[config.mk]
export PLATFORM = sky130hd
export DESIGN_NAME = utf8_text_chunk_splitter_flat
export DESIGN_NICKNAME = d
export VERILOG_FILES = /design/src/rtl/utcs_pkg.sv /design/src/rtl/utcs_if.sv /design/src/rtl/utcs_track.sv /design/src/rtl/utcs_rqueue.sv /design/src/rtl/utf8_text_chunk_splitter.sv /design/src/flat_wrapper.sv
export VERILOG_INCLUDE_DIRS = /design/src /design/src/rtl
export SDC_FILE = /design/constraint.sdc
export NUM_CORES = 1
export LEC_CHECK = 0
export BUFFER_PORTS_ARGS = -buffer_cell sky130_fd_sc_hd__buf_2
export CAP_MARGIN = 0
export CELL_PAD_IN_SITES_DETAIL_PLACEMENT = 1
export CELL_PAD_IN_SITES_GLOBAL_PLACEMENT = 1
export CORE_UTILIZATION = 35
export CTS_CLUSTER_DIAMETER = 150
export CTS_CLUSTER_SIZE = 10
export DETAILED_ROUTE_END_ITERATION = 8
export MAX_ROUTING_LAYER = met4
export PLACE_DENSITY = 0.71
export SLEW_MARGIN = 20
export SYNTH_ARGS = -nofsm -noshare
export SYNTH_HDL_FRONTEND = slang
export SYNTH_SLANG_ARGS = --single-unit
[constraint.sdc]
create_clock -name clk -period 23.9 [get_ports clk]
set_clock_uncertainty 0.2 [all_clocks]
set_input_delay 4.78 -clock clk [delete_from_list [all_inputs] [get_ports clk]]
set_output_delay 4.78 -clock clk [all_outputs]
set_load 0.05 [all_outputs]
[src/rtl/utf8_text_chunk_splitter_defines.svh]
// assertion macros for the utf8 text chunk splitter
`ifndef UTF8_TEXT_CHUNK_SPLITTER_DEFINES_SVH
`define UTF8_TEXT_CHUNK_SPLITTER_DEFINES_SVH

// checked outside reset only
`define UTCS_ASSERT(lbl, prop, msg) \
  lbl: assert property (@(posedge clk) disable iff (!rst_n) prop) else $error(msg);

// checked on every edge, reset included
`define UTCS_ASSERT_ALWAYS(lbl, prop, msg) \
  lbl: assert property (@(posedge clk) prop) else $error(msg);

`endif

[src/rtl/utcs_pkg.sv]
// shared types and constants of the utf8 text chunk splitter
`timescale 1ns / 1ps
`default_nettype none

package utcs_pkg;

  localparam int LOOKBACK_FRACTION_DEF = 4;
  localparam int OFFSET_BITS_DEF       = 32;
  localparam int RQ_DEPTH              = 4;

  localparam logic [15:0] PART_LIMIT_RESET = 16'd32;
  localparam logic [15:0] PART_LIMIT_MIN   = 16'd32;

  localparam logic [7:0] CH_NEWLINE = 8'h0A;
  localparam logic [7:0] CH_SPACE   = 8'h20;

  localparam logic [7:0] LEAD2_MASK = 8'hE0;
  localparam logic [7:0] LEAD2_CODE = 8'hC0;
  localparam logic [7:0] LEAD3_MASK = 8'hF0;
  localparam logic [7:0] LEAD3_CODE = 8'hE0;
  localparam logic [7:0] LEAD4_MASK = 8'hF8;
  localparam logic [7:0] LEAD4_CODE = 8'hF0;

  typedef struct packed {
    logic [31:0] part_begin;
    logic [31:0] part_end;
    logic        closing_part;
    logic        offset_overflow;
  } utcs_result_t;

  typedef struct packed {
    logic         v0;
    logic         v1;
    utcs_result_t r0;
    utcs_result_t r1;
  } utcs_push_t;

  // continuation bytes that follow a lead byte
  function automatic logic [1:0] lead_absorb(input logic [7:0] b);
    logic [1:0] n;
    n = 2'd0;
    if ((b & LEAD2_MASK) == LEAD2_CODE) begin
      n = 2'd1;
    end else if ((b & LEAD3_MASK) == LEAD3_CODE) begin
      n = 2'd2;
    end else if ((b & LEAD4_MASK) == LEAD4_CODE) begin
      n = 2'd3;
    end
    return n;
  endfunction

endpackage

`default_nettype wire

[src/rtl/utcs_if.sv]
// item channel interfaces of the utf8 text chunk splitter
`timescale 1ns / 1ps
`default_nettype none

interface utcs_in_if;
  logic       valid;
  logic       ready;
  logic [7:0] text_byte;
  logic       final_byte;

  modport source (output valid, output text_byte, output final_byte, input ready);
  modport sink   (input valid, input text_byte, input final_byte, output ready);
endinterface

interface utcs_out_if;
  logic        valid;
  logic        ready;
  logic [31:0] part_begin;
  logic [31:0] part_end;
  logic        closing_part;
  logic        offset_overflow;

  modport source (output valid, output part_begin, output part_end,
                  output closing_part, output offset_overflow, input ready);
  modport sink   (input valid, input part_begin, input part_end,
                  input closing_part, input offset_overflow, output ready);
endinterface

`default_nettype wire

[src/rtl/utcs_track.sv]
// code point counting and break tracking, one byte per step
`timescale 1ns / 1ps
`default_nettype none

`include "utf8_text_chunk_splitter_defines.svh"

module utcs_track #(
  parameter int LOOKBACK_FRACTION = utcs_pkg::LOOKBACK_FRACTION_DEF,
  parameter int OFFSET_BITS       = utcs_pkg::OFFSET_BITS_DEF
) (
  input  wire logic              clk,
  input  wire logic              rst_n,
  input  wire logic              step,
  input  wire logic [7:0]        text_byte,
  input  wire logic              final_byte,
  input  wire logic [15:0]       part_limit,
  output utcs_pkg::utcs_push_t   push
);

  localparam int OW = OFFSET_BITS;

  // reciprocal of the lookback fraction, exact for every 16-bit limit
  localparam int     LB_SHIFT = 16 + $clog2(LOOKBACK_FRACTION);
  localparam longint LB_MULT  = ((longint'(1) << LB_SHIFT) + longint'(LOOKBACK_FRACTION) - 1)
                                / longint'(LOOKBACK_FRACTION);

  logic [OW-1:0] byte_cnt_r, byte_cnt_nxt;
  logic [OW-1:0] start_r, start_nxt;
  logic [15:0]   pts_r, pts_nxt;
  logic [1:0]    absorb_r, absorb_nxt;
  logic          nl_v_r, nl_v_nxt;
  logic [15:0]   nl_pt_r, nl_pt_nxt;
  logic [OW-1:0] nl_off_r, nl_off_nxt;
  logic          sp_v_r, sp_v_nxt;
  logic [15:0]   sp_pt_r, sp_pt_nxt;
  logic [OW-1:0] sp_off_r, sp_off_nxt;
  logic          wrap_r, wrap_nxt;

  logic [OW-1:0] here;
  logic [OW-1:0] cut;
  logic [33:0]   lb_prod;
  logic [15:0]   lookback;
  logic          text_clear;

  always_comb begin
    here         = byte_cnt_r;
    byte_cnt_nxt = byte_cnt_r + 1'b1;
    wrap_nxt     = wrap_r | (byte_cnt_nxt == '0);
    start_nxt    = start_r;
    pts_nxt      = pts_r;
    absorb_nxt   = absorb_r;
    nl_v_nxt     = nl_v_r;
    nl_pt_nxt    = nl_pt_r;
    nl_off_nxt   = nl_off_r;
    sp_v_nxt     = sp_v_r;
    sp_pt_nxt    = sp_pt_r;
    sp_off_nxt   = sp_off_r;
    cut          = nl_off_r + 1'b1;
    lb_prod      = 34'(part_limit) * 34'(LB_MULT);
    lookback     = 16'(lb_prod >> LB_SHIFT);
    if (lookback == 16'd0) begin
      lookback = 16'd1;
    end
    push = '0;

    if (absorb_r != 2'd0) begin
      absorb_nxt = absorb_r - 2'd1;
    end else begin
      if (pts_r >= part_limit) begin
        push.v0                 = 1'b1;
        push.r0.part_begin      = 32'(start_r);
        push.r0.closing_part    = 1'b0;
        push.r0.offset_overflow = wrap_nxt;
        if (nl_v_r && nl_pt_r >= lookback) begin
          // newline stays in the closed part
          push.r0.part_end = 32'(cut);
          start_nxt        = cut;
          pts_nxt          = pts_r - nl_pt_r - 16'd1;
          if (sp_v_r && sp_pt_r > nl_pt_r) begin
            sp_pt_nxt = sp_pt_r - nl_pt_r - 16'd1;
          end else begin
            sp_v_nxt = 1'b0;
          end
          nl_v_nxt = 1'b0;
        end else if (sp_v_r && sp_pt_r >= lookback) begin
          // space is dropped
          push.r0.part_end = 32'(sp_off_r);
          start_nxt        = sp_off_r + 1'b1;
          pts_nxt          = pts_r - sp_pt_r - 16'd1;
          nl_v_nxt         = 1'b0;
          sp_v_nxt         = 1'b0;
        end else begin
          push.r0.part_end = 32'(here);
          start_nxt        = here;
          pts_nxt          = 16'd0;
          nl_v_nxt         = 1'b0;
          sp_v_nxt         = 1'b0;
        end
      end
      if (text_byte == utcs_pkg::CH_NEWLINE) begin
        nl_v_nxt   = 1'b1;
        nl_pt_nxt  = pts_nxt;
        nl_off_nxt = here;
      end else if (text_byte == utcs_pkg::CH_SPACE) begin
        sp_v_nxt   = 1'b1;
        sp_pt_nxt  = pts_nxt;
        sp_off_nxt = here;
      end
      pts_nxt    = pts_nxt + 16'd1;
      absorb_nxt = utcs_pkg::lead_absorb(text_byte);
    end

    if (final_byte) begin
      push.v1                 = 1'b1;
      push.r1.part_begin      = 32'(start_nxt);
      push.r1.part_end        = 32'(byte_cnt_nxt);
      push.r1.closing_part    = 1'b1;
      push.r1.offset_overflow = wrap_nxt;
      byte_cnt_nxt = '0;
      start_nxt    = '0;
      pts_nxt      = 16'd0;
      absorb_nxt   = 2'd0;
      nl_v_nxt     = 1'b0;
      nl_pt_nxt    = 16'd0;
      nl_off_nxt   = '0;
      sp_v_nxt     = 1'b0;
      sp_pt_nxt    = 16'd0;
      sp_off_nxt   = '0;
      wrap_nxt     = 1'b0;
    end

    if (!step) begin
      push = '0;
    end
  end

  always_ff @(posedge clk) begin
    if (!rst_n) begin
      byte_cnt_r <= '0;
      start_r    <= '0;
      pts_r      <= 16'd0;
      absorb_r   <= 2'd0;
      nl_v_r     <= 1'b0;
      nl_pt_r    <= 16'd0;
      nl_off_r   <= '0;
      sp_v_r     <= 1'b0;
      sp_pt_r    <= 16'd0;
      sp_off_r   <= '0;
      wrap_r     <= 1'b0;
    end else if (step) begin
      byte_cnt_r <= byte_cnt_nxt;
      start_r    <= start_nxt;
      pts_r      <= pts_nxt;
      absorb_r   <= absorb_nxt;
      nl_v_r     <= nl_v_nxt;
      nl_pt_r    <= nl_pt_nxt;
      nl_off_r   <= nl_off_nxt;
      sp_v_r     <= sp_v_nxt;
      sp_pt_r    <= sp_pt_nxt;
      sp_off_r   <= sp_off_nxt;
      wrap_r     <= wrap_nxt;
    end
  end

  assign text_clear = (byte_cnt_r == '0) && (pts_r == 16'd0) && (start_r == '0) && !wrap_r;

  `UTCS_ASSERT(a_final_clears, (step && final_byte) |=> text_clear, "state kept after final item")
  `UTCS_ASSERT(a_absorb_no_cut, (step && absorb_r != 2'd0) |-> !push.v0, "cut inside a code point")

endmodule

`default_nettype wire

[src/rtl/utcs_rqueue.sv]
// small result queue, takes up to two results a cycle and gives one while head_ready is high
`timescale 1ns / 1ps
`default_nettype none

`include "utf8_text_chunk_splitter_defines.svh"

module utcs_rqueue (
  input  wire logic                   clk,
  input  wire logic                   rst_n,
  input  utcs_pkg::utcs_push_t        push,
  output logic                        room2,
  output logic                        head_valid,
  input  wire logic                   head_ready,
  output utcs_pkg::utcs_result_t      head
);

  localparam int DEPTH = utcs_pkg::RQ_DEPTH;
  localparam int IW    = $clog2(DEPTH);
  localparam int CW    = $clog2(DEPTH + 1);

  utcs_pkg::utcs_result_t entry_r [DEPTH];
  logic [IW-1:0] wr_ptr_r, wr_ptr_nxt;
  logic [IW-1:0] rd_ptr_r, rd_ptr_nxt;
  logic [CW-1:0] count_r, count_nxt;
  logic [IW-1:0] wr_ptr1;
  logic          pop;
  logic [1:0]    n_push;
  utcs_pkg::utcs_result_t first;

  assign room2      = (count_r <= CW'(DEPTH - 2));
  assign head_valid = (count_r != '0);
  assign head       = entry_r[rd_ptr_r];
  assign pop        = head_valid && head_ready;
  assign n_push     = {1'b0, push.v0} + {1'b0, push.v1};
  assign first      = push.v0 ? push.r0 : push.r1;
  assign wr_ptr1    = IW'(wr_ptr_r + 1'b1);

  always_comb begin
    wr_ptr_nxt = IW'(wr_ptr_r + n_push);
    rd_ptr_nxt = IW'(rd_ptr_r + pop);
    count_nxt  = CW'(count_r + n_push - pop);
  end

  always_ff @(posedge clk) begin
    if (push.v0 || push.v1) begin
      entry_r[wr_ptr_r] <= first;
    end
    if (push.v0 && push.v1) begin
      entry_r[wr_ptr1] <= push.r1;
    end
  end

  always_ff @(posedge clk) begin
    if (!rst_n) begin
      wr_ptr_r <= '0;
      rd_ptr_r <= '0;
      count_r  <= '0;
    end else begin
      wr_ptr_r <= wr_ptr_nxt;
      rd_ptr_r <= rd_ptr_nxt;
      count_r  <= count_nxt;
    end
  end

  `UTCS_ASSERT_ALWAYS(a_count_bound, !rst_n || count_r <= CW'(DEPTH), "queue count past depth")
  `UTCS_ASSERT(a_push_room, (push.v0 || push.v1) |-> room2, "push without room")

endmodule

`default_nettype wire

[src/rtl/utf8_text_chunk_splitter.sv]
// top level: utf8 text chunk splitter
// flow: an accepted item waits in the input item register until the tracker steps it,
//   which needs room for two results; its results go into the result queue and reach out_bus from its head
// throughput: one byte per cycle, held back only while the four-entry result queue
//   has fewer than two free slots (the queue drains one result per cycle while out_bus.ready is high)
// reset: synchronous active-low rst_n clears all trackers and the queue, part_limit goes to 32
`timescale 1ns / 1ps
`default_nettype none

`include "utf8_text_chunk_splitter_defines.svh"

module utf8_text_chunk_splitter #(
  parameter int LOOKBACK_FRACTION = utcs_pkg::LOOKBACK_FRACTION_DEF,
  parameter int OFFSET_BITS       = utcs_pkg::OFFSET_BITS_DEF
) (
  input  wire logic        clk,
  input  wire logic        rst_n,
  utcs_in_if.sink          in_bus,
  utcs_out_if.source       out_bus,
  input  wire logic        cfg_we,
  input  wire logic [15:0] cfg_data
);

  logic        s0_valid_r, s0_valid_nxt;
  logic [7:0]  s0_byte_r;
  logic        s0_final_r;
  logic [15:0] part_limit_r;
  logic        room2;
  logic        step;
  logic        in_fire;

  utcs_pkg::utcs_push_t   push;
  utcs_pkg::utcs_result_t head;

  assign step         = s0_valid_r && room2;
  assign in_bus.ready = !s0_valid_r || step;
  assign in_fire      = in_bus.valid && in_bus.ready;
  assign s0_valid_nxt = in_fire || (s0_valid_r && !step);

  always_ff @(posedge clk) begin
    if (!rst_n) begin
      s0_valid_r   <= 1'b0;
      part_limit_r <= utcs_pkg::PART_LIMIT_RESET;
    end else begin
      s0_valid_r <= s0_valid_nxt;
      if (cfg_we && cfg_data >= utcs_pkg::PART_LIMIT_MIN) begin
        part_limit_r <= cfg_data;
      end
    end
  end

  // input item register
  always_ff @(posedge clk) begin
    if (in_fire) begin
      s0_byte_r  <= in_bus.text_byte;
      s0_final_r <= in_bus.final_byte;
    end
  end

  utcs_track #(
    .LOOKBACK_FRACTION (LOOKBACK_FRACTION),
    .OFFSET_BITS       (OFFSET_BITS)
  ) u_track (
    .clk        (clk),
    .rst_n      (rst_n),
    .step       (step),
    .text_byte  (s0_byte_r),
    .final_byte (s0_final_r),
    .part_limit (part_limit_r),
    .push       (push)
  );

  utcs_rqueue u_rqueue (
    .clk        (clk),
    .rst_n      (rst_n),
    .push       (push),
    .room2      (room2),
    .head_valid (out_bus.valid),
    .head_ready (out_bus.ready),
    .head       (head)
  );

  assign out_bus.part_begin      = head.part_begin;
  assign out_bus.part_end        = head.part_end;
  assign out_bus.closing_part    = head.closing_part;
  assign out_bus.offset_overflow = head.offset_overflow;

  `UTCS_ASSERT(a_limit_floor, part_limit_r >= utcs_pkg::PART_LIMIT_MIN, "part limit below floor")

endmodule

`default_nettype wire
[src/flat_wrapper.sv]
// flat-port wrapper written by rule: the top's interface ports become plain ports
module utf8_text_chunk_splitter_flat 
#(
  parameter int LOOKBACK_FRACTION = utcs_pkg::LOOKBACK_FRACTION_DEF,
  parameter int OFFSET_BITS       = utcs_pkg::OFFSET_BITS_DEF
)
  (clk, rst_n, cfg_we, cfg_data, in_bus_valid, in_bus_text_byte, in_bus_final_byte, in_bus_ready, out_bus_valid, out_bus_part_begin, out_bus_part_end, out_bus_closing_part, out_bus_offset_overflow, out_bus_ready);
  utcs_in_if in_bus_i ();
  utcs_out_if out_bus_i ();
  input  wire logic clk;
  input  wire logic rst_n;
  input  wire logic cfg_we;
  input  wire logic [15:0] cfg_data;
  input wire logic [$bits(in_bus_i.valid)-1:0] in_bus_valid;
  input wire logic [$bits(in_bus_i.text_byte)-1:0] in_bus_text_byte;
  input wire logic [$bits(in_bus_i.final_byte)-1:0] in_bus_final_byte;
  output wire logic [$bits(in_bus_i.ready)-1:0] in_bus_ready;
  output wire logic [$bits(out_bus_i.valid)-1:0] out_bus_valid;
  output wire logic [$bits(out_bus_i.part_begin)-1:0] out_bus_part_begin;
  output wire logic [$bits(out_bus_i.part_end)-1:0] out_bus_part_end;
  output wire logic [$bits(out_bus_i.closing_part)-1:0] out_bus_closing_part;
  output wire logic [$bits(out_bus_i.offset_overflow)-1:0] out_bus_offset_overflow;
  input wire logic [$bits(out_bus_i.ready)-1:0] out_bus_ready;
  assign in_bus_i.valid = in_bus_valid;
  assign in_bus_i.text_byte = in_bus_text_byte;
  assign in_bus_i.final_byte = in_bus_final_byte;
  assign in_bus_ready = in_bus_i.ready;
  assign out_bus_valid = out_bus_i.valid;
  assign out_bus_part_begin = out_bus_i.part_begin;
  assign out_bus_part_end = out_bus_i.part_end;
  assign out_bus_closing_part = out_bus_i.closing_part;
  assign out_bus_offset_overflow = out_bus_i.offset_overflow;
  assign out_bus_i.ready = out_bus_ready;
  utf8_text_chunk_splitter #(.LOOKBACK_FRACTION(LOOKBACK_FRACTION), .OFFSET_BITS(OFFSET_BITS)) u_core (.clk(clk), .rst_n(rst_n), .in_bus(in_bus_i), .out_bus(out_bus_i), .cfg_we(cfg_we), .cfg_data(cfg_data));
endmodule
==> impl_metrics.toml, run 1 <==
[logic_synthesis]
ys_warn_count = 0
yosysMostFrequentCell = "nand2_1"
synth.avg_cell_area_sq_um = 9.33
yosysUniqueCellTypes = 75
yosysTopAreaCellShare_pct = 28.4
synthTopCellsByCount = "nand2_1 (287), edfxtp_1 (273), a21oi_1 (242), nor2_1 (229), o21ai_0 (207)"
netlist_instances = 3091
syn_nets = 3228
ys_async_sr_fraction_pct = 0
yosys_register_bits = 478
synth_edf_count = 273
synthFlopType = "edfxtp_1"
ys_seq_area_share_pct = 42.7
synth_area_sq_um = 28800
netlist.top_cell.by_area = "edfxtp_1"
synth.area.top_cells = "edfxtp_1 (28%), dfxtp_1 (14%), mux4_2 (5.2%)"

[outcome]
status = "complete, no violations"

[timing]
worstMarginPinSlew_ns = 1.17
max_slew_margin_pct = 21.5
setup_tns_ns = 0
rsz0062_at_grt = "no"
fin_crit_sh_pct = 33.4
layout_min_cycle_time_ns = 7.97
fmaxAchievable_mhz = 125
hold_viol_final = 0
setup_viol = 0
maxSlewViolCount = 0

[power]
vdd_drop_max_mv = 0.0549
power.total_mw = 2.18
power_leakage_nw = 11.0
power.density_nw_per_um2 = 68.2

[worst_hold_path]
min_path_type = "reg -> reg"
holdCritStartpoint = "u_core.part_limit_r[2]"
whs_path_depth = 2
hold_end = "u_core.part_limit_r[2]"

[global_route]
grt_util_all_layers_pct = 23.9
grt_pass1_wl_mm = 149
grt.overflow.total = 0
grt_max_degree = 80
antenna_found_initial = 1
grt_pass1_vias = 24004

[clock_network]
post_cts_buffers = 0
cts_resized = 0
cts_tree = "done"
cts_buffers = 54
clockBufferDepth = 3
clock_sinks = 478
clk_transition_reported_paths_ns = 0.06
cts_hold_repair.buffers = 0
insertion_delay_ns = 0.64
cts_root_buf = "clkbuf_16"
htree_levels = 2

[place]
place_area_sq_um = 30300
gp_congestion = 0.867
hpwl_mm = 67.9
numPortBuffers = 97

[worst_setup_path]
cp-end-kind = "primary output"
r2r_slack_ns = 17.69
rr_worst_depth = 15
worstSetupPathType = "reg -> out"
r2r_start = "u_core.part_limit_r[6]"
critPathLaunchType = "register"
critPathArrivalTime_ns = 2.99
cp_max_fo = 48
worstPathRequired_ns = 18.92
r2r-end = "u_core.u_track.pts_r[13]"

[die]
die_area_sq_um = 83500
dieWidth_um = 289
start_util_pct = 35.6
num_io_pins = 98
coreArea_sq_um = 81100
row_count = 104
die_h_um = 289

[final_layout]
num_antenna_cells = 0
fillCellCount = 9322
finalNetCount = 3206
final_core_util_pct = 39.4
synthToLayoutAreaGrowth_pct = 10.7
final_area_sq_um = 31900
drive_gt1_share_pct = 10.5

[routing]
num_vias = 24365
wl_per_cell_um = 23.5
antenna_left = 0
route.detailed.drc = 0
dr.pass1.iters = 5
routed_via_density = 5.85
wl_mm = 98.0
initialDrtViolationCount = 1862

[flow_run]
cap_violations = 0
[worst max-delay path: stages, from the launching register on]
cell and delay (ns):
dfxtp_4 0.65, buf_4 0.77, mux4_2 0.62, buf_2 0.23
[power by group]
group	switching [mW]	internal [mW]	leakage, nW	total, mW
registers	0.0322	0.895	4.13	0.927
clock network	0.356	0.422	0.744	0.779
logic	0.327	0.142	6.08	0.469
[cell usage in the layout (no fill, tap or decap), drive strengths merged, types with 101 or more instances in the layout]
cell,Yosys,final
nand2,287,287
edfxtp,273,273
a21oi,242,242
nor2,229,229
o21ai,208,208
dfxtp,205,205
nand3,147,147
buf,29,145
nor2b,135,135
ha,103,103
inv,98,101
[registers in the layout, summed over array words and instances (netlist names), 8 cells and up]
name                       flops
u_core.u_track.nl_off_r       32
u_core.u_track.byte_cnt_r     32
u_core.u_rqueue.entry_r      264
u_core.u_track.nl_pt_r        16
u_core.s0_byte_r               8
u_core.u_track.pts_r          16
u_core.u_track.sp_pt_r        16
u_core.u_track.sp_off_r       32
u_core.u_track.start_r        32
u_core.part_limit_r           16
[cells by family (layout without fill, tap and decap cells)]
logic type | Yosys count | count (layout) | synth area share, %
compound gates | 815 | 815 | 17.6
xor+xnor | 132 | 132 | 4.01
buf+inv | 322 | 337 | 4.24
fa+ha+maj | 107 | 107 | 4.75
flops | 478 | 478 | 42.7
simple gates | 1101 | 1101 | 19.0
mux | 136 | 136 | 7.66
[worst max path at each step]
stage | cells after the start | endpoint | startpoint | slack, ns
after floorplan | 15 | u_core.u_rqueue.entry_r[1][0] | u_core.part_limit_r[14] | 15.08
after global placement | 3 | out_bus_part_end[0] | u_core.u_rqueue.rd_ptr_r[0] | 16.56
after detailed placement | 3 | out_bus_part_end[2] | u_core.u_rqueue.rd_ptr_r[0] | 16.50
after CTS | 3 | out_bus_part_end[2] | u_core.u_rqueue.rd_ptr_r[0] | 15.81
after global routing | 3 | out_bus_part_end[5] | u_core.u_rqueue.rd_ptr_r[0] | 15.70
final | 3 | out_bus_part_end[2] | u_core.u_rqueue.rd_ptr_r[0] | 15.93
[routing by layer]
metal  vias up  part of all wire [%]  track usage [%]
met4         0                   2.5             6.33
met3       134                   6.0             2.96
met5         -                     0                -
met1     12193                    45             31.7
li1      11283                     -                -
met2       755                    47             38.3
[layout make-up]
cell class,count,area [sq um],area share (%)
clock inverters,5,91.3,0.286
flip-flops and latches,478,12300,38.6
inverters,99,372,1.16
multi-input cells,2291,15500,48.5
clock buffers,88,1480,4.63
well taps,1060,1330,4.16
repair buffers,145,848,2.66
[stage by stage]
step / hold slack, ns / worst slack (ns) / instances
2_1_floorplan: 0.243 / 15.08 / 3091
3_3_place_gp: 0.254 / 16.56 / 4073
3_5_place_dp: 0.261 / 16.50 / 4073
4_1_cts: 0.270 / 15.81 / 4166
5_1_grt: 0.291 / 15.70 / 4166
6_report: 0.264 / 15.93 / 4166
No activity file was read; power rests on OpenSTA's default activity.
==> run 2, diff against run 1 <==
--- a/config.mk
+++ b/config.mk
@@ -6,6 +6,7 @@
 export SDC_FILE = /design/constraint.sdc
 export NUM_CORES = 1
 export LEC_CHECK = 0
+export ABC_AREA = 1
 export BUFFER_PORTS_ARGS = -buffer_cell sky130_fd_sc_hd__buf_2
 export CAP_MARGIN = 0
 export CELL_PAD_IN_SITES_DETAIL_PLACEMENT = 1
@@ -15,7 +16,7 @@
 export CTS_CLUSTER_SIZE = 10
 export DETAILED_ROUTE_END_ITERATION = 8
 export MAX_ROUTING_LAYER = met4
-export PLACE_DENSITY = 0.71
+export PLACE_DENSITY = 0.76
 export SLEW_MARGIN = 20
 export SYNTH_ARGS = -nofsm -noshare
 export SYNTH_HDL_FRONTEND = slang
==> constraint.sdc (replaced) <==
create_clock -name clk -period 6.91 [get_ports clk]
set_clock_uncertainty 0.2 [all_clocks]
set_input_delay 1.382 -clock clk [delete_from_list [all_inputs] [get_ports clk]]
set_output_delay 1.382 -clock clk [all_outputs]
set_load 0.05 [all_outputs]
==> impl_metrics.toml, run 2 <==
[logic_synthesis]
ys_async_sr_fraction_pct = 0
syn_nets = 4304
netlist_instances = 4167
synth_area_sq_um = 30000
synthFlopType = "edfxtp_1"
synth.avg_cell_area_sq_um = 7.19
ys_warn_count = 0
ys_seq_area_share_pct = 41.0
synthTopCellsByCount = "nand2_1 (1100), o21ai_0 (521), nor2_1 (430), inv_1 (345), a21oi_1 (276)"
yosysMostFrequentCell = "nand2_1"
yosysTopAreaCellShare_pct = 27.4
netlist.top_cell.by_area = "edfxtp_1"
yosys_register_bits = 478
synth_edf_count = 273
synth.area.top_cells = "edfxtp_1 (27%), nand2_1 (14%), dfxtp_1 (14%)"
yosysUniqueCellTypes = 57

[die]
coreArea_sq_um = 84200
row_count = 106
die_h_um = 295
num_io_pins = 98
die_area_sq_um = 86800
start_util_pct = 35.6
dieWidth_um = 295

[worst_setup_path]
critPathLaunchType = "register"
path_buf_inv = 2
rr_worst_depth = 19
worstPathRequired_ns = 7.06
crit_start = "u_core.part_limit_r[14]"
worstSetupPathType = "reg -> reg"
r2r_slack_ns = 1.83
r2r-end = "u_core.u_rqueue.entry_r[2][49]"
cpMaxStageDelayCell = "o41ai_1"
cp-end-kind = "register"
r2r_start = "u_core.part_limit_r[14]"
critPathArrivalTime_ns = 5.23
cpPeakStageDelay_ns = 0.69
cp_common_cell = "nand2_1"
cp_max_fo = 36
crit_path_cell_trace = "inv_1 -> nand4_1 -> o41ai_1 -> ha_1 -> nand2_1 -> nor2_1 -> nand2_1 -> nand2_1 -> nor2_1 -> nand2_1 -> nand2_1 -> nand2_1 -> nand2_2 -> buf_4 -> nand2_1 -> a21oi_1 -> o22ai_1 -> nand2_1 -> o21ai_0"
endpoint = "u_core.u_rqueue.entry_r[2][49]"
cp_num_cells = 19
crit_family = "simple AND/OR/NAND/NOR gates"

[timing]
worstMarginPinSlew_ns = 1.07
hold_viol_final = 0
maxSlewViolCount = 0
fin_crit_sh_pct = 73.5
whs_ns = 0.262
rsz0062_at_grt = "no"
layout_min_cycle_time_ns = 5.08
fmaxAchievable_mhz = 197
max_slew_margin_pct = 28.5
layout_setup_ws_ns = 1.83
setup_viol = 0

[place]
hpwl_mm = 82.9
gp_congestion = 0.960
numPortBuffers = 97
place_ws_ns = 1.80

[outcome]
status = "complete, no violations"

[routing]
initialDrtViolationCount = 2097
wl_mm = 116
route.detailed.drc = 0
wl_per_cell_um = 21.8
num_vias = 29468
routed_via_density = 5.54
antenna_left = 0
dr.pass1.iters = 6

[power]
power_leakage_nw = 12.2
power.total_mw = 8.13
vdd_drop_max_mv = 0.331
power.density_nw_per_um2 = 246

[final_layout]
multi_input_area_sq_um = 15500
ff_latch_area_sq_um = 12300
regMostFlops = "u_core.u_rqueue.entry_r"
final_cell_mix = "nand2_1 (1100), o21ai_0 (521), nor2_1 (421)"
synthToLayoutAreaGrowth_pct = 10.1
largest_reg_flops = 264
layout_commonest_cell = "nand2_1"
fillCellCount = 10611
drive_gt1_share_pct = 7.75
finalNetCount = 4282

[clock_network]
cts_hold_repair.buffers = 0
cts_root_buf = "clkbuf_16"
clock_sinks = 478
cts_buffers = 53
post_cts_buffers = 0
insertion_delay_ns = 0.64
cts_tree = "done"
htree_levels = 2
clk_transition_reported_paths_ns = 0.06
cts_resized = 0
clockBufferDepth = 3

[global_route]
grt_max_degree = 87
grt.overflow.total = 0
grt_util_all_layers_pct = 27.0
use_met3_pct = 2.39
grt_use_met2_pct = 45.0
grt_pass1_wl_mm = 176
grt-busiest-layer = "met2"
antenna_found_initial = 1
grtUsageMet1_pct = 34.0
grt_pass1_vias = 29229

[worst_hold_path]
min_path_type = "reg -> reg"

[flow_run]
cap_violations = 0
-- run 2: cell count changes in the layout (fill, tap and decap cells not counted), sizes merged, moves of 37 or more --
| cell | previous run | this run |
|---|---|---|
| mux2i | 53 | 0 |
| nand2 | 287 | 1122 |
| a22oi | 92 | 3 |
| o22ai | 17 | 87 |
| nor2 | 229 | 448 |
| and2 | 57 | 4 |
| a21oi | 242 | 279 |
| nand3 | 147 | 191 |
| xnor2 | 90 | 26 |
| mux4 | 66 | 0 |
| nor2b | 135 | 0 |
| inv | 101 | 366 |
| o21ai | 208 | 590 |
-- run 2: cell type report --
cell class | count | share of cell area, %
well taps | 1134 | 4.30
clock inverters | 3 | 0.208
repair buffers | 143 | 2.52
diodes | 2 | 0.0152
multi-input cells | 3101 | 47.0
inverters | 368 | 4.20
flip-flops and latches | 478 | 37.3
clock buffers | 88 | 4.45
-- run 2: worst reg2reg max path: stages, from the launching register on --
cell     delay [ns]
dfxtp_1        0.29
inv_1          0.14
nand4_1        0.17
o41ai_1        0.69
ha_1           0.35
nand2_1        0.06
nor2_1         0.04
nand2_1        0.06
nand2_1        0.05
nor2_1         0.08
nand2_1        0.08
nand2_1        0.15
nand2_1        0.30
nand2_2        0.65
buf_4          0.46
nand2_1        0.13
a21oi_1        0.30
o22ai_1        0.27
nand2_1        0.23
o21ai_0        0.10
-- run 2: through the flow --
stage	setup TNS, ns	cells	utilization, %	instance area, sq um
4_1_cts	0	5315	39.2	33000
5_1_grt	0	5316	39.2	33000
3_3_place_gp	0	5224	37.4	31500
6_report	0	5317	39.2	33000
2_1_floorplan	-171.13	4167	-	30000
3_5_place_dp	0	5224	37.4	31500
-- run 2: how the worst min path moves through the flow --
stage | startpoint | end | slack [ns] | cells after the start
final | u_core.u_track.start_r[3] | u_core.u_track.start_r[3] | 0.26 | 2
after global routing | u_core.u_track.start_r[3] | u_core.u_track.start_r[3] | 0.29 | 2
after CTS | u_core.u_track.start_r[25] | u_core.u_track.start_r[25] | 0.26 | 2
after detailed placement | u_core.u_track.start_r[25] | u_core.u_track.start_r[25] | 0.26 | 2
after global placement | u_core.u_track.start_r[18] | u_core.u_track.start_r[18] | 0.25 | 2
after floorplan | u_core.part_limit_r[1] | u_core.part_limit_r[1] | 0.23 | 2
-- run 2: cells by family (layout without fill, tap and decap cells) --
group	after synthesis	in the layout	synth area share, %
compound gates	1018	1018	17.9
xor+xnor	73	73	2.13
fa+ha+maj	107	107	4.57
buf+inv	588	602	7.62
flops	478	478	41.0
other cells	0	2	0
simple gates	1903	1903	26.7
-- run 2: power breakdown --
part / switching (mW) / total, mW / internal (mW)
combinational: 1.75 / 2.22 / 0.472
sequential: 0.130 / 3.21 / 3.08
clock: 1.25 / 2.69 / 1.44
-- run 2: metal layers --
layer	wire [um]	up-vias
met1	49700	14480
met2	54900	912
met5	0	-
met4	4730	0
li1	-	13909
met3	6380	167
==> run 3, diff against run 2 <==
--- a/config.mk
+++ b/config.mk
@@ -6,7 +6,7 @@
 export SDC_FILE = /design/constraint.sdc
 export NUM_CORES = 1
 export LEC_CHECK = 0
-export ABC_AREA = 1
+export ABC_AREA = 0
 export BUFFER_PORTS_ARGS = -buffer_cell sky130_fd_sc_hd__buf_2
 export CAP_MARGIN = 0
 export CELL_PAD_IN_SITES_DETAIL_PLACEMENT = 1
@@ -16,7 +16,7 @@
 export CTS_CLUSTER_SIZE = 10
 export DETAILED_ROUTE_END_ITERATION = 8
 export MAX_ROUTING_LAYER = met4
-export PLACE_DENSITY = 0.76
+export PLACE_DENSITY = 0.73
 export SLEW_MARGIN = 20
 export SYNTH_ARGS = -nofsm -noshare
 export SYNTH_HDL_FRONTEND = slang
==> constraint.sdc (replaced) <==
create_clock -name clk -period 4.25 [get_ports clk]
set_clock_uncertainty 0.2 [all_clocks]
set_input_delay 0.85 -clock clk [delete_from_list [all_inputs] [get_ports clk]]
set_output_delay 0.85 -clock clk [all_outputs]
set_load 0.05 [all_outputs]
==> impl_metrics.toml, run 3 (synthesis gave the netlist of run 1 again) <==
[outcome]
status = "complete, no violations"

[clock_network]
cts_tree = "done"
insertion_delay_ns = 0.65
clock_sinks = 478
cts_buffers = 53
htree_levels = 2
clockBufferDepth = 3
cts_root_buf = "clkbuf_16"
cts_hold_repair.buffers = 0
clk_transition_reported_paths_ns = 0.08

[worst_setup_path]
cp_max_fo = 8
r2r_slack_ns = 0.08
r2r_start = "u_core.part_limit_r[8]"
worstPathRequired_ns = 4.59
critPathLaunchType = "register"
critPathArrivalTime_ns = 4.51
crit_start = "u_core.part_limit_r[8]"
cp-end-kind = "register"
endpoint = "u_core.u_track.pts_r[15]"
worstSetupPathType = "reg -> reg"
rr_worst_depth = 17
r2r-end = "u_core.u_track.pts_r[15]"

[final_layout]
synthToLayoutAreaGrowth_pct = 17.7
drive_gt1_share_pct = 17.1
regMostFlops = "u_core.u_rqueue.entry_r"
final_area_sq_um = 33900
largest_reg_flops = 264
final_cell_mix = "nand2_1 (281), edfxtp_1 (273), a21oi_1 (238)"
layout_commonest_cell = "nand2_1"
finalNetCount = 3414

[place]
numPortBuffers = 97
place_area_sq_um = 32100
hpwl_mm = 71.9
gp_congestion = 0.932

[timing]
fin_crit_sh_pct = 98.0
layout_min_cycle_time_ns = 4.17
maxSlewViolCount = 0
hold_viol_final = 0
worstMarginPinSlew_ns = 1.09
setup_viol = 0
fmaxAchievable_mhz = 240
rsz0062_at_grt = "yes"
max_slew_margin_pct = 27.1

[routing]
dr.pass1.iters = 5
routed-wl-met2_mm = 50.6
wl_per_cell_um = 23.6
routed_via_density = 5.80
top_layer = "met4"
wl_mm = 103
route.detailed.drc = 0
initialDrtViolationCount = 2209
num_vias = 25401
wl_met3_mm = 5.02
drt-met1-wl_mm = 45.1
antenna_left = 0

[power]
vdd_drop_max_mv = 0.336
power.total_mw = 12.5
power.density_nw_per_um2 = 367
power_leakage_nw = 12.1

[global_route]
grt_pass1_wl_mm = 159
antenna_found_initial = 2
grt_pass1_vias = 25947
grt_util_all_layers_pct = 25.3
grt_max_degree = 115
grt.overflow.total = 0

[die]
start_util_pct = 35.6
num_io_pins = 98
die_area_sq_um = 83500
coreArea_sq_um = 81100
die_h_um = 289
dieWidth_um = 289
row_count = 104

[flow_run]
cap_violations = 0

[worst_hold_path]
min_path_type = "in -> reg"
[run 3: report_power, final]
| group | internal [mW] | switching, mW | leakage (nW) |
|---|---|---|---|
| Combinational | 0.888 | 2.05 | 7.25 |
| Sequential | 5.03 | 0.100 | 4.13 |
| Clock | 2.35 | 2.04 | 0.729 |
[run 3: repair_timing]
action	CTS	global route
buffers inserted	4	4
endpoints found under the setup margin	269	168
resized for setup	19	20
pin swaps	8	14
cloned	0	1
[run 3: final cells by class]
| cell class | instances | area [sq um] |
|---|---|---|
| clock inverters | 3 | 58.8 |
| clock buffers | 90 | 1480 |
| diodes | 1 | 2.50 |
| inverters | 99 | 374 |
| multi-input cells | 2291 | 15700 |
| repair buffers | 354 | 2680 |
| flip-flops and latches | 478 | 12300 |
| fillers | 9306 | 47100 |
| well taps | 1060 | 1330 |
[run 3: metrics by stage]
step	TNS, ns	utilization (%)	setup slack (ns)	hold WS [ns]	std cells
6_report	0	41.8	0.0833	0.229	4376
5_1_grt	-0.423	41.8	-0.0926	0.210	4376
4_1_cts	0	41.7	0.00916	0.199	4370
3_5_place_dp	-26.49	39.6	-0.465	0.260	4273
3_3_place_gp	-16.11	39.6	-0.424	0.255	4273
2_1_floorplan	-88.32	-	-0.480	0.243	3091
[run 3: worst min path at each step]
stage | from | to | slack (ns) | depth (start not counted)
3_3_place_gp | u_core.part_limit_r[2] | u_core.part_limit_r[2] | 0.26 | 2
3_5_place_dp | u_core.part_limit_r[2] | u_core.part_limit_r[2] | 0.26 | 2
2_1_floorplan | u_core.part_limit_r[2] | u_core.part_limit_r[2] | 0.24 | 2
4_1_cts | in_bus_final_byte | u_core.s0_final_r | 0.20 | 1
5_1_grt | in_bus_final_byte | u_core.s0_final_r | 0.21 | 1
6_report | in_bus_final_byte | u_core.s0_final_r | 0.23 | 1
[run 3: critical path, stage by stage, from the launching register on]
cell       delay (ns)
dfxtp_2          0.33
nor4_2           0.37
nand2_4          0.11
o31ai_4          0.20
ha_1             0.16
or3b_4           0.11
o211ai_1         0.12
a2111oi_4        0.48
buf_4            0.19
o21ai_4          0.09
buf_4            0.15
o32ai_1          0.38
o22a_1           0.28
nand4_4          0.18
nor4_4           0.31
buf_4            0.16
mux2i_1          0.18
nand2_1          0.07
[run 3: routing by layer]
layer  vias to the layer above  track usage, %
met1                     12832            32.6
met5                         -               -
li1                      11713               -
met2                       715            42.2
met3                       141            2.46
met4                         0            7.03
